$ cat config.mk
export PLATFORM = sky130hd
export DESIGN_NAME = ramped_pwm_setpoint_generator_core
export DESIGN_NICKNAME = d
export VERILOG_FILES = /design/src/rpsg_pkg.sv /design/src/rpsg_div.sv /design/src/ramped_pwm_setpoint_generator_core.sv
export SDC_FILE = /design/constraint.sdc
export NUM_CORES = 2
export LEC_CHECK = 0
export BUFFER_PORTS_ARGS = -buffer_cell sky130_fd_sc_hd__buf_4
export CAP_MARGIN = 40
export CORE_MARGIN = 4
export CORE_UTILIZATION = 60
export CTS_BUF_LIST = sky130_fd_sc_hd__clkbuf_8
export CTS_CLUSTER_SIZE = 28
export DETAILED_ROUTE_END_ITERATION = 8
export MAX_ROUTING_LAYER = met4
export PLACE_DENSITY = 0.8
export SKIP_LAST_GASP = 1
export SLEW_MARGIN = 30
export SYNTH_ARGS = -nofsm -noshare
export SYNTH_HDL_FRONTEND = slang
export SYNTH_SLANG_ARGS = --single-unit
$ cat constraint.sdc
create_clock -name clk -period 8.5 [get_ports clk]
set_input_delay 1.7 -clock clk [delete_from_list [all_inputs] [get_ports clk]]
set_output_delay 1.7 -clock clk [all_outputs]
set_load 0.03 [all_outputs]
$ cat src/rpsg_pkg.sv
// rpsg_pkg: shared types and constants for the ramped pwm setpoint generator
// sequencer state type, configuration register indexes and reset values
// no dependencies
package rpsg_pkg;

  localparam int CfgIndexW = 3;

  localparam logic [CfgIndexW-1:0] CFG_MAX_POWER     = 3'd0;
  localparam logic [CfgIndexW-1:0] CFG_MIN_POWER     = 3'd1;
  localparam logic [CfgIndexW-1:0] CFG_MAX_PWM       = 3'd2;
  localparam logic [CfgIndexW-1:0] CFG_MIN_PWM       = 3'd3;
  localparam logic [CfgIndexW-1:0] CFG_RAMP_DURATION = 3'd4;

  localparam logic [15:0] MAX_POWER_RESET     = 16'd1000;
  localparam logic [15:0] MIN_POWER_RESET     = 16'd0;
  localparam logic [15:0] MAX_PWM_RESET       = 16'd1000;
  localparam logic [15:0] MIN_PWM_RESET       = 16'd0;
  localparam logic [31:0] RAMP_DURATION_RESET = 32'd5000;

  localparam logic KIND_SET_SPEED = 1'b0;
  localparam logic KIND_TICK      = 1'b1;

  // which division the shared divider is working on
  localparam logic PHASE_RAMP = 1'b0;
  localparam logic PHASE_MAP  = 1'b1;

  typedef enum logic [2:0] {
    S_IDLE,
    S_MUL,
    S_DIV_GO,
    S_DIV_WAIT,
    S_STEP,
    S_MAP,
    S_FIN
  } state_t;

endpackage

$ cat src/rpsg_div.sv
// rpsg_div: 32 by 32 bit unsigned restoring divider, one quotient bit a cycle
// a zero divisor yields an all-ones quotient
// no dependencies
module rpsg_div (
  input  logic        clk,
  input  logic        rst,
  input  logic        start,
  input  logic [31:0] dividend,
  input  logic [31:0] divisor,
  output logic        busy,
  output logic        done,
  output logic [31:0] quotient
);

  logic [32:0] rem;
  logic [31:0] dvs;
  logic [4:0]  cnt;
  logic [32:0] rem_sh;
  logic        fits;

  assign rem_sh = {rem[31:0], quotient[31]};
  assign fits   = rem_sh >= {1'b0, dvs};

  always_ff @(posedge clk) begin
    if (rst) begin
      busy <= 1'b0;
      done <= 1'b0;
      cnt  <= '0;
    end else begin
      done <= 1'b0;
      if (start) begin
        busy <= 1'b1;
        cnt  <= '0;
      end else if (busy) begin
        cnt <= cnt + 5'd1;
        if (cnt == 5'd31) begin
          busy <= 1'b0;
          done <= 1'b1;
        end
      end
    end
  end

  // quotient shifts in from the bottom as the dividend shifts out of the top
  always_ff @(posedge clk) begin
    if (start) begin
      rem      <= '0;
      dvs      <= divisor;
      quotient <= dividend;
    end else if (busy) begin
      rem      <= fits ? (rem_sh - {1'b0, dvs}) : rem_sh;
      quotient <= {quotient[30:0], fits};
    end
  end

endmodule

$ cat src/ramped_pwm_setpoint_generator_core.sv
// ramped_pwm_setpoint_generator_core: slew-rate limited power setpoint with pwm mapping
// depends on rpsg_pkg and rpsg_div
//
// Input stream (s_*): one transfer per item. s_tuser is the kind: set-speed or tick.
// A set-speed item clamps requested_power and stores it as the target. A tick item
// carries the millisecond time; the present power moves towards the target by
// max_power*period/ramp_duration and is then mapped to a pwm compare value.
// Output stream (m_*): exactly one result transfer per input item, carrying the
// current pwm value, the ramped power and a flag for a changed pwm value.
// Configuration: cfg_we writes cfg_data into register cfg_index (0 max_power,
// 1 min_power, 2 max_pwm, 3 min_pwm, 4 ramp_duration); write only while idle.
// Sequence: a set-speed item or a tick with no ramp pending goes from idle straight to
// the result state. A ramping tick makes two passes through the shared divider (ramp
// step, then pwm mapping), each after a pass through the shared multiplier; with equal
// power limits the mapping pass is skipped. One item is in work at a time.
// s_tready is high only while the sequencer is idle; it may accept the next item
// while a finished result still waits in the output register.
// A stalled receiver holds the result; the block waits before delivering the next.
// Reset (rst, synchronous) restores the register defaults and clears the control state.
module ramped_pwm_setpoint_generator_core (
  input  logic                             clk,
  input  logic                             rst,
  input  logic                             s_tvalid,
  output logic                             s_tready,
  input  logic [47:0]                      s_tdata,   // requested_power[15:0], now_ms[47:16]
  input  logic                             s_tuser,   // kind
  output logic                             m_tvalid,
  input  logic                             m_tready,
  output logic [31:0]                      m_tdata,   // pwm_value[15:0], ramped_power[31:16]
  output logic                             m_tuser,   // pwm_written
  input  logic                             cfg_we,
  input  logic [rpsg_pkg::CfgIndexW-1:0]   cfg_index,
  input  logic [31:0]                      cfg_data
);

  import rpsg_pkg::*;

  logic [15:0] max_power, min_power, max_pwm, min_pwm;
  logic [31:0] ramp_duration;

  logic [15:0] target_power, present_power, last_pwm;
  logic [31:0] last_tick, period, prod;
  logic        phase, written;

  state_t state, state_next;
  logic   div_start, div_busy, div_done;
  logic [31:0] div_quo;

  logic        in_xfer, out_free;
  logic [15:0] req, req_hi, req_clamped;
  logic [31:0] now_ms, period_now;

  logic [15:0] diff_mag, span_mag;
  logic        diff_neg, span_neg, span_zero;
  logic [15:0] mul_a;
  logic [31:0] mul_b;
  logic [47:0] mul_out;

  logic [15:0] step;
  logic [16:0] sum_up;
  logic [15:0] ramp_new;
  logic [15:0] q_low, pwm_calc;

  assign req        = s_tdata[15:0];
  assign now_ms     = s_tdata[47:16];
  assign in_xfer    = s_tvalid && s_tready;
  assign out_free   = !m_tvalid || m_tready;
  assign period_now = now_ms - last_tick;

  // max clamp first, then min clamp, so crossed limits give min_power
  assign req_hi      = (req >= max_power) ? max_power : req;
  assign req_clamped = (req_hi <= min_power) ? min_power : req_hi;

  // magnitudes and signs of the pwm span and the power span
  assign diff_neg  = max_pwm < min_pwm;
  assign diff_mag  = diff_neg ? (min_pwm - max_pwm) : (max_pwm - min_pwm);
  assign span_neg  = max_power < min_power;
  assign span_mag  = span_neg ? (min_power - max_power) : (max_power - min_power);
  assign span_zero = max_power == min_power;

  // shared multiplier, registered into prod
  assign mul_a   = (phase == PHASE_MAP) ? present_power : max_power;
  assign mul_b   = (phase == PHASE_MAP) ? {16'd0, diff_mag} : period;
  assign mul_out = {32'd0, mul_a} * {16'd0, mul_b};

  rpsg_div u_div (
    .clk      (clk),
    .rst      (rst),
    .start    (div_start),
    .dividend (prod),
    .divisor  ((phase == PHASE_MAP) ? {16'd0, span_mag} : ramp_duration),
    .busy     (div_busy),
    .done     (div_done),
    .quotient (div_quo)
  );

  // ramp step, never past the target, including wrap below zero
  assign step   = div_quo[15:0];
  assign sum_up = {1'b0, present_power} + {1'b0, step};
  always_comb begin
    if (target_power > present_power) begin
      ramp_new = (sum_up >= {1'b0, target_power}) ? target_power : sum_up[15:0];
    end else begin
      if (step >= present_power || (present_power - step) <= target_power) begin
        ramp_new = target_power;
      end else begin
        ramp_new = present_power - step;
      end
    end
  end

  // quotient truncates toward zero: negate the magnitude when the signs differ
  assign q_low    = (diff_neg ^ span_neg) ? (16'd0 - div_quo[15:0]) : div_quo[15:0];
  assign pwm_calc = span_zero ? min_pwm : (q_low + min_pwm);

  always_ff @(posedge clk) begin
    if (rst) begin
      state <= S_IDLE;
    end else begin
      state <= state_next;
    end
  end

  always_comb begin
    state_next = state;
    div_start  = 1'b0;
    s_tready   = 1'b0;
    case (state)
      S_IDLE: begin
        s_tready = 1'b1;
        if (s_tvalid) begin
          if (s_tuser == KIND_TICK && present_power != target_power) begin
            state_next = S_MUL;
          end else begin
            state_next = S_FIN;
          end
        end
      end
      S_MUL:    state_next = S_DIV_GO;
      S_DIV_GO: begin
        div_start  = 1'b1;
        state_next = S_DIV_WAIT;
      end
      S_DIV_WAIT: begin
        if (div_done) begin
          state_next = (phase == PHASE_MAP) ? S_MAP : S_STEP;
        end
      end
      S_STEP:   state_next = span_zero ? S_MAP : S_MUL;
      S_MAP:    state_next = S_FIN;
      S_FIN: begin
        if (out_free) begin
          state_next = S_IDLE;
        end
      end
      default:  state_next = S_IDLE;
    endcase
  end

  // configuration registers
  always_ff @(posedge clk) begin
    if (rst) begin
      max_power     <= MAX_POWER_RESET;
      min_power     <= MIN_POWER_RESET;
      max_pwm       <= MAX_PWM_RESET;
      min_pwm       <= MIN_PWM_RESET;
      ramp_duration <= RAMP_DURATION_RESET;
    end else if (cfg_we) begin
      case (cfg_index)
        CFG_MAX_POWER:     max_power     <= cfg_data[15:0];
        CFG_MIN_POWER:     min_power     <= cfg_data[15:0];
        CFG_MAX_PWM:       max_pwm       <= cfg_data[15:0];
        CFG_MIN_PWM:       min_pwm       <= cfg_data[15:0];
        CFG_RAMP_DURATION: ramp_duration <= cfg_data;
        default: ;
      endcase
    end
  end

  // ramp state
  always_ff @(posedge clk) begin
    if (rst) begin
      target_power  <= '0;
      present_power <= '0;
      last_tick     <= '0;
      last_pwm      <= '0;
      written       <= 1'b0;
      phase         <= PHASE_RAMP;
    end else begin
      case (state)
        S_IDLE: begin
          if (in_xfer) begin
            written <= 1'b0;
            phase   <= PHASE_RAMP;
            if (s_tuser == KIND_SET_SPEED) begin
              if (req != target_power) begin
                target_power <= req_clamped;
              end
            end else if (period_now != 32'd0) begin
              last_tick <= now_ms;
            end
          end
        end
        S_STEP: begin
          present_power <= ramp_new;
          phase         <= PHASE_MAP;
        end
        S_MAP: begin
          if (pwm_calc != last_pwm) begin
            last_pwm <= pwm_calc;
            written  <= 1'b1;
          end
        end
        default: ;
      endcase
    end
  end

  always_ff @(posedge clk) begin
    if (state == S_IDLE && in_xfer) begin
      period <= period_now;
    end
    if (state == S_MUL) begin
      prod <= mul_out[31:0];
    end
  end

  // output register
  always_ff @(posedge clk) begin
    if (rst) begin
      m_tvalid <= 1'b0;
    end else if (state == S_FIN && out_free) begin
      m_tvalid <= 1'b1;
    end else if (m_tready) begin
      m_tvalid <= 1'b0;
    end
  end

  always_ff @(posedge clk) begin
    if (state == S_FIN && out_free) begin
      m_tdata <= {present_power, last_pwm};
      m_tuser <= written;
    end
  end

  a_div_start_idle: assert property (@(posedge clk) disable iff (rst)
    div_start |-> !div_busy)
    else $error("divider started while busy");

  a_result_loaded: assert property (@(posedge clk) disable iff (rst)
    (state == S_FIN && out_free) |=>
      (m_tvalid && m_tdata[31:16] == present_power && m_tdata[15:0] == last_pwm))
    else $error("result does not match ramp state");

  a_ramp_up_bounded: assert property (@(posedge clk) disable iff (rst)
    (state == S_STEP && present_power < target_power) |=>
      (present_power <= $past(target_power) && present_power >= $past(present_power)))
    else $error("upward ramp step overshoots");

  a_ramp_down_bounded: assert property (@(posedge clk) disable iff (rst)
    (state == S_STEP && present_power > target_power) |=>
      (present_power >= $past(target_power) && present_power <= $past(present_power)))
    else $error("downward ramp step overshoots");

endmodule

==> impl_metrics.tcl <==
set metrics [dict create \
    hold_viol 0 \
    final_common_cell "nand2_1" \
    crit_required_ps 8930 \
    htree_levels 3 \
    max_freq_ghz 0.115 \
    globalRouteTotalUtil 0.362 \
    utilization 0.702 \
    clkTransAtPathRegs_ps 60 \
    synth-seq-area-share 0.241 \
    mostFrequentLayoutCells "nand2_1 (623), inv_1 (608), buf_4 (399)" \
    syn_inst 4547 \
    grt_overflow 0 \
    grt_pass1_vias 34528 \
    avgSynthCellArea_um2 8.44 \
    failed_checks "negative setup slack" \
    cts_sinks 382 \
    tightest_slew_ps 930 \
    ff2ff_path_depth 36 \
    drcViolationCount 0 \
    cts_tree "done" \
    critPathKind "reg -> reg" \
    cp-start-kind "register" \
    numCtsBuffers 72 \
    hp-class "reg -> reg" \
    die_h_um 261 \
    cp_slowest_stage_delay_ps 510 \
    via_count 35065 \
    wl_um 121000 \
    path_depth 36 \
    fin_ws_ps -163 \
    maxCapViolCount 0 \
    core_area_mm2 0.0632 \
    clock_path_buffers 3 \
    start_util 0.607 \
    drt-pass1-iter-count 6 \
    critical_path.max_fanout 5 \
    crit_path_end_kind "register" \
    dpl-instance-area_mm2 0.0417 \
    ios 124 \
    place_congestion 1.09 \
    holdPathStages 0 \
    ys.flop_type "dfxtp_1" \
    drtIter0Drc 3665 \
    syn_area_mm2 0.0384 \
    skew_ps 22.7 \
    design_area_mm2 0.0444 \
    die_area_mm2 0.0680 \
    avgRoutedWirePerCell_um 21.1 \
    cp_num_buf_inv 7 \
    dp_hpwl_um 91400 \
    syn2layout_area_growth_pct 15.7 \
    routed_via_density 6.10 \
    fin_crit_sh 1.02 \
    crit_family "adder cells" \
    synth_edf_count 161 \
    cp_common_cell "fa_1" \
    die_w_um 261 \
    io_buffers 123 \
    layout.nets 5558 \
    synth_fp_nets 5269 \
    postRouteAntennaNets 0 \
    slew_headroom 0.374 \
    min_period_ps 8660 \
    critPathArrivalTime_ps 9100 \
    layout-drive-gt1-share 0.151 \
    yosysWarnings 0 \
    clk_latency_ps 700 \
    clockRootBuffer "clkbuf_8" \
    ys_types 87 \
    slew_viol_final 0 \
    final-setup-viol-count 6 \
    rsz0062_at_grt "yes" \
    grt_start_max_net_pins 76 \
    grt_first_pass_wirelength_um 188000 \
    ys_seq_elements 382 \
    antenna_found_initial 5 \
    critical-path-slowest-cell "fa_1" \
    num_rows 92 \
    synthArstFlopShare 0 \
    outcome "finished, violations left" \
]
## what timing repair did
item                                    CTS  global route
hold buffers                              0             0
gates cloned                              1             0
resized for setup                        72           111
pin swaps                                53            84
buffers inserted                         13            21
endpoints found under the setup margin   12            13
## flip-flops by register name, indices dropped and copies added (netlist names), 32 cells and up
signal,cells
period,32
u_div.quotient,32
last_tick,32
u_div.rem,32
prod,32
ramp_duration,32
u_div.dvs,32
m_tdata,32
## Yosys cell counts (18+ instances only)
library cell,n,area (um^2)
a211o_1,36,315
a211oi_1,29,218
a21o_1,96,721
a21oi_1,290,1450
a221oi_1,20,175
a31oi_1,59,369
and2_1,48,300
and3_1,54,338
clkbuf_1,186,698
dfxtp_1,221,4420
edfxtp_1,161,4830
fa_1,313,6270
ha_1,320,4000
inv_1,596,2240
mux2_2,35,394
mux2i_1,59,591
nand2_1,638,2390
nand2b_1,20,125
nand3_1,106,531
nand4_1,38,238
nor2_1,297,1110
nor2b_1,62,388
nor3_1,63,315
nor4_1,43,269
o211ai_1,23,173
o21a_1,43,323
o21ai_0,150,751
o21bai_1,27,203
o22ai_1,53,332
o31ai_1,18,135
or3_1,24,150
xnor2_1,152,1330
xor2_1,57,499
## area by class of cell
type                            instances  area (um^2)
Antenna cell                            4         10.0
Multi-Input combinational cell       3355        26900
Clock inverter                         56          503
Clock buffer                           77         1060
Tap cell                              846         1060
Inverter                              598         2250
Fill cell                            4841        18800
Timing Repair Buffer                  427         3360
Sequential cell                       382         9270
## stage by stage
step | cells | TNS, ps | setup WS [ps] | hold WS, ps
after floorplan | 4547 | 0 | 8.55 | 408
after global placement | 5567 | -1520 | -363 | 413
after detailed placement | 5571 | -3590 | -574 | 435
after CTS | 5717 | -506 | -169 | 449
after global routing | 5745 | -2140 | -367 | 459
final | 5745 | -560 | -163 | 448
## worst reg2reg max path, delay by kind of cell (launching register included)
kind,cells,cell delay (ps)
fa+ha+maj,9,3650
xor+xnor,2,330
compound gates,13,3110
buf+inv,7,570
simple gates,5,430
flops,1,320
## routing by layer
layer | share of wire | GRT usage
met2 | 0.46 | 0.570
met4 | 0.074 | 0.207
met3 | 0.099 | 0.0760
met1 | 0.37 | 0.433
met5 | 0 | -
## logic make-up (layout without fill, tap and decap cells)
logic type      after synthesis  count (layout)  synth area share
mux                          99              99            0.0271
fa+ha+maj                   633             633             0.268
simple gates               1443            1443             0.171
flops                       382             382             0.241
other cells                   0               4                 0
compound gates              969             969             0.164
buf+inv                     810            1158            0.0802
xor+xnor                    211             211            0.0489
## final timing paths
kind | start | to | slack (ps)
worst max-delay path | max_pwm[0]$_SDFFE_PP0P_ | prod[31]$_DFFE_PP_ | -160
worst min-delay path | written$_SDFFE_PP0P_ | m_tuser$_DFFE_PP_ | 450
worst max register to register | max_pwm[0]$_SDFFE_PP0P_ | prod[31]$_DFFE_PP_ | -160
worst min register to register | written$_SDFFE_PP0P_ | m_tuser$_DFFE_PP_ | 450
Power is not shown: default switching activity piles up to over one toggle a cycle in this logic, so the estimate is an artifact.
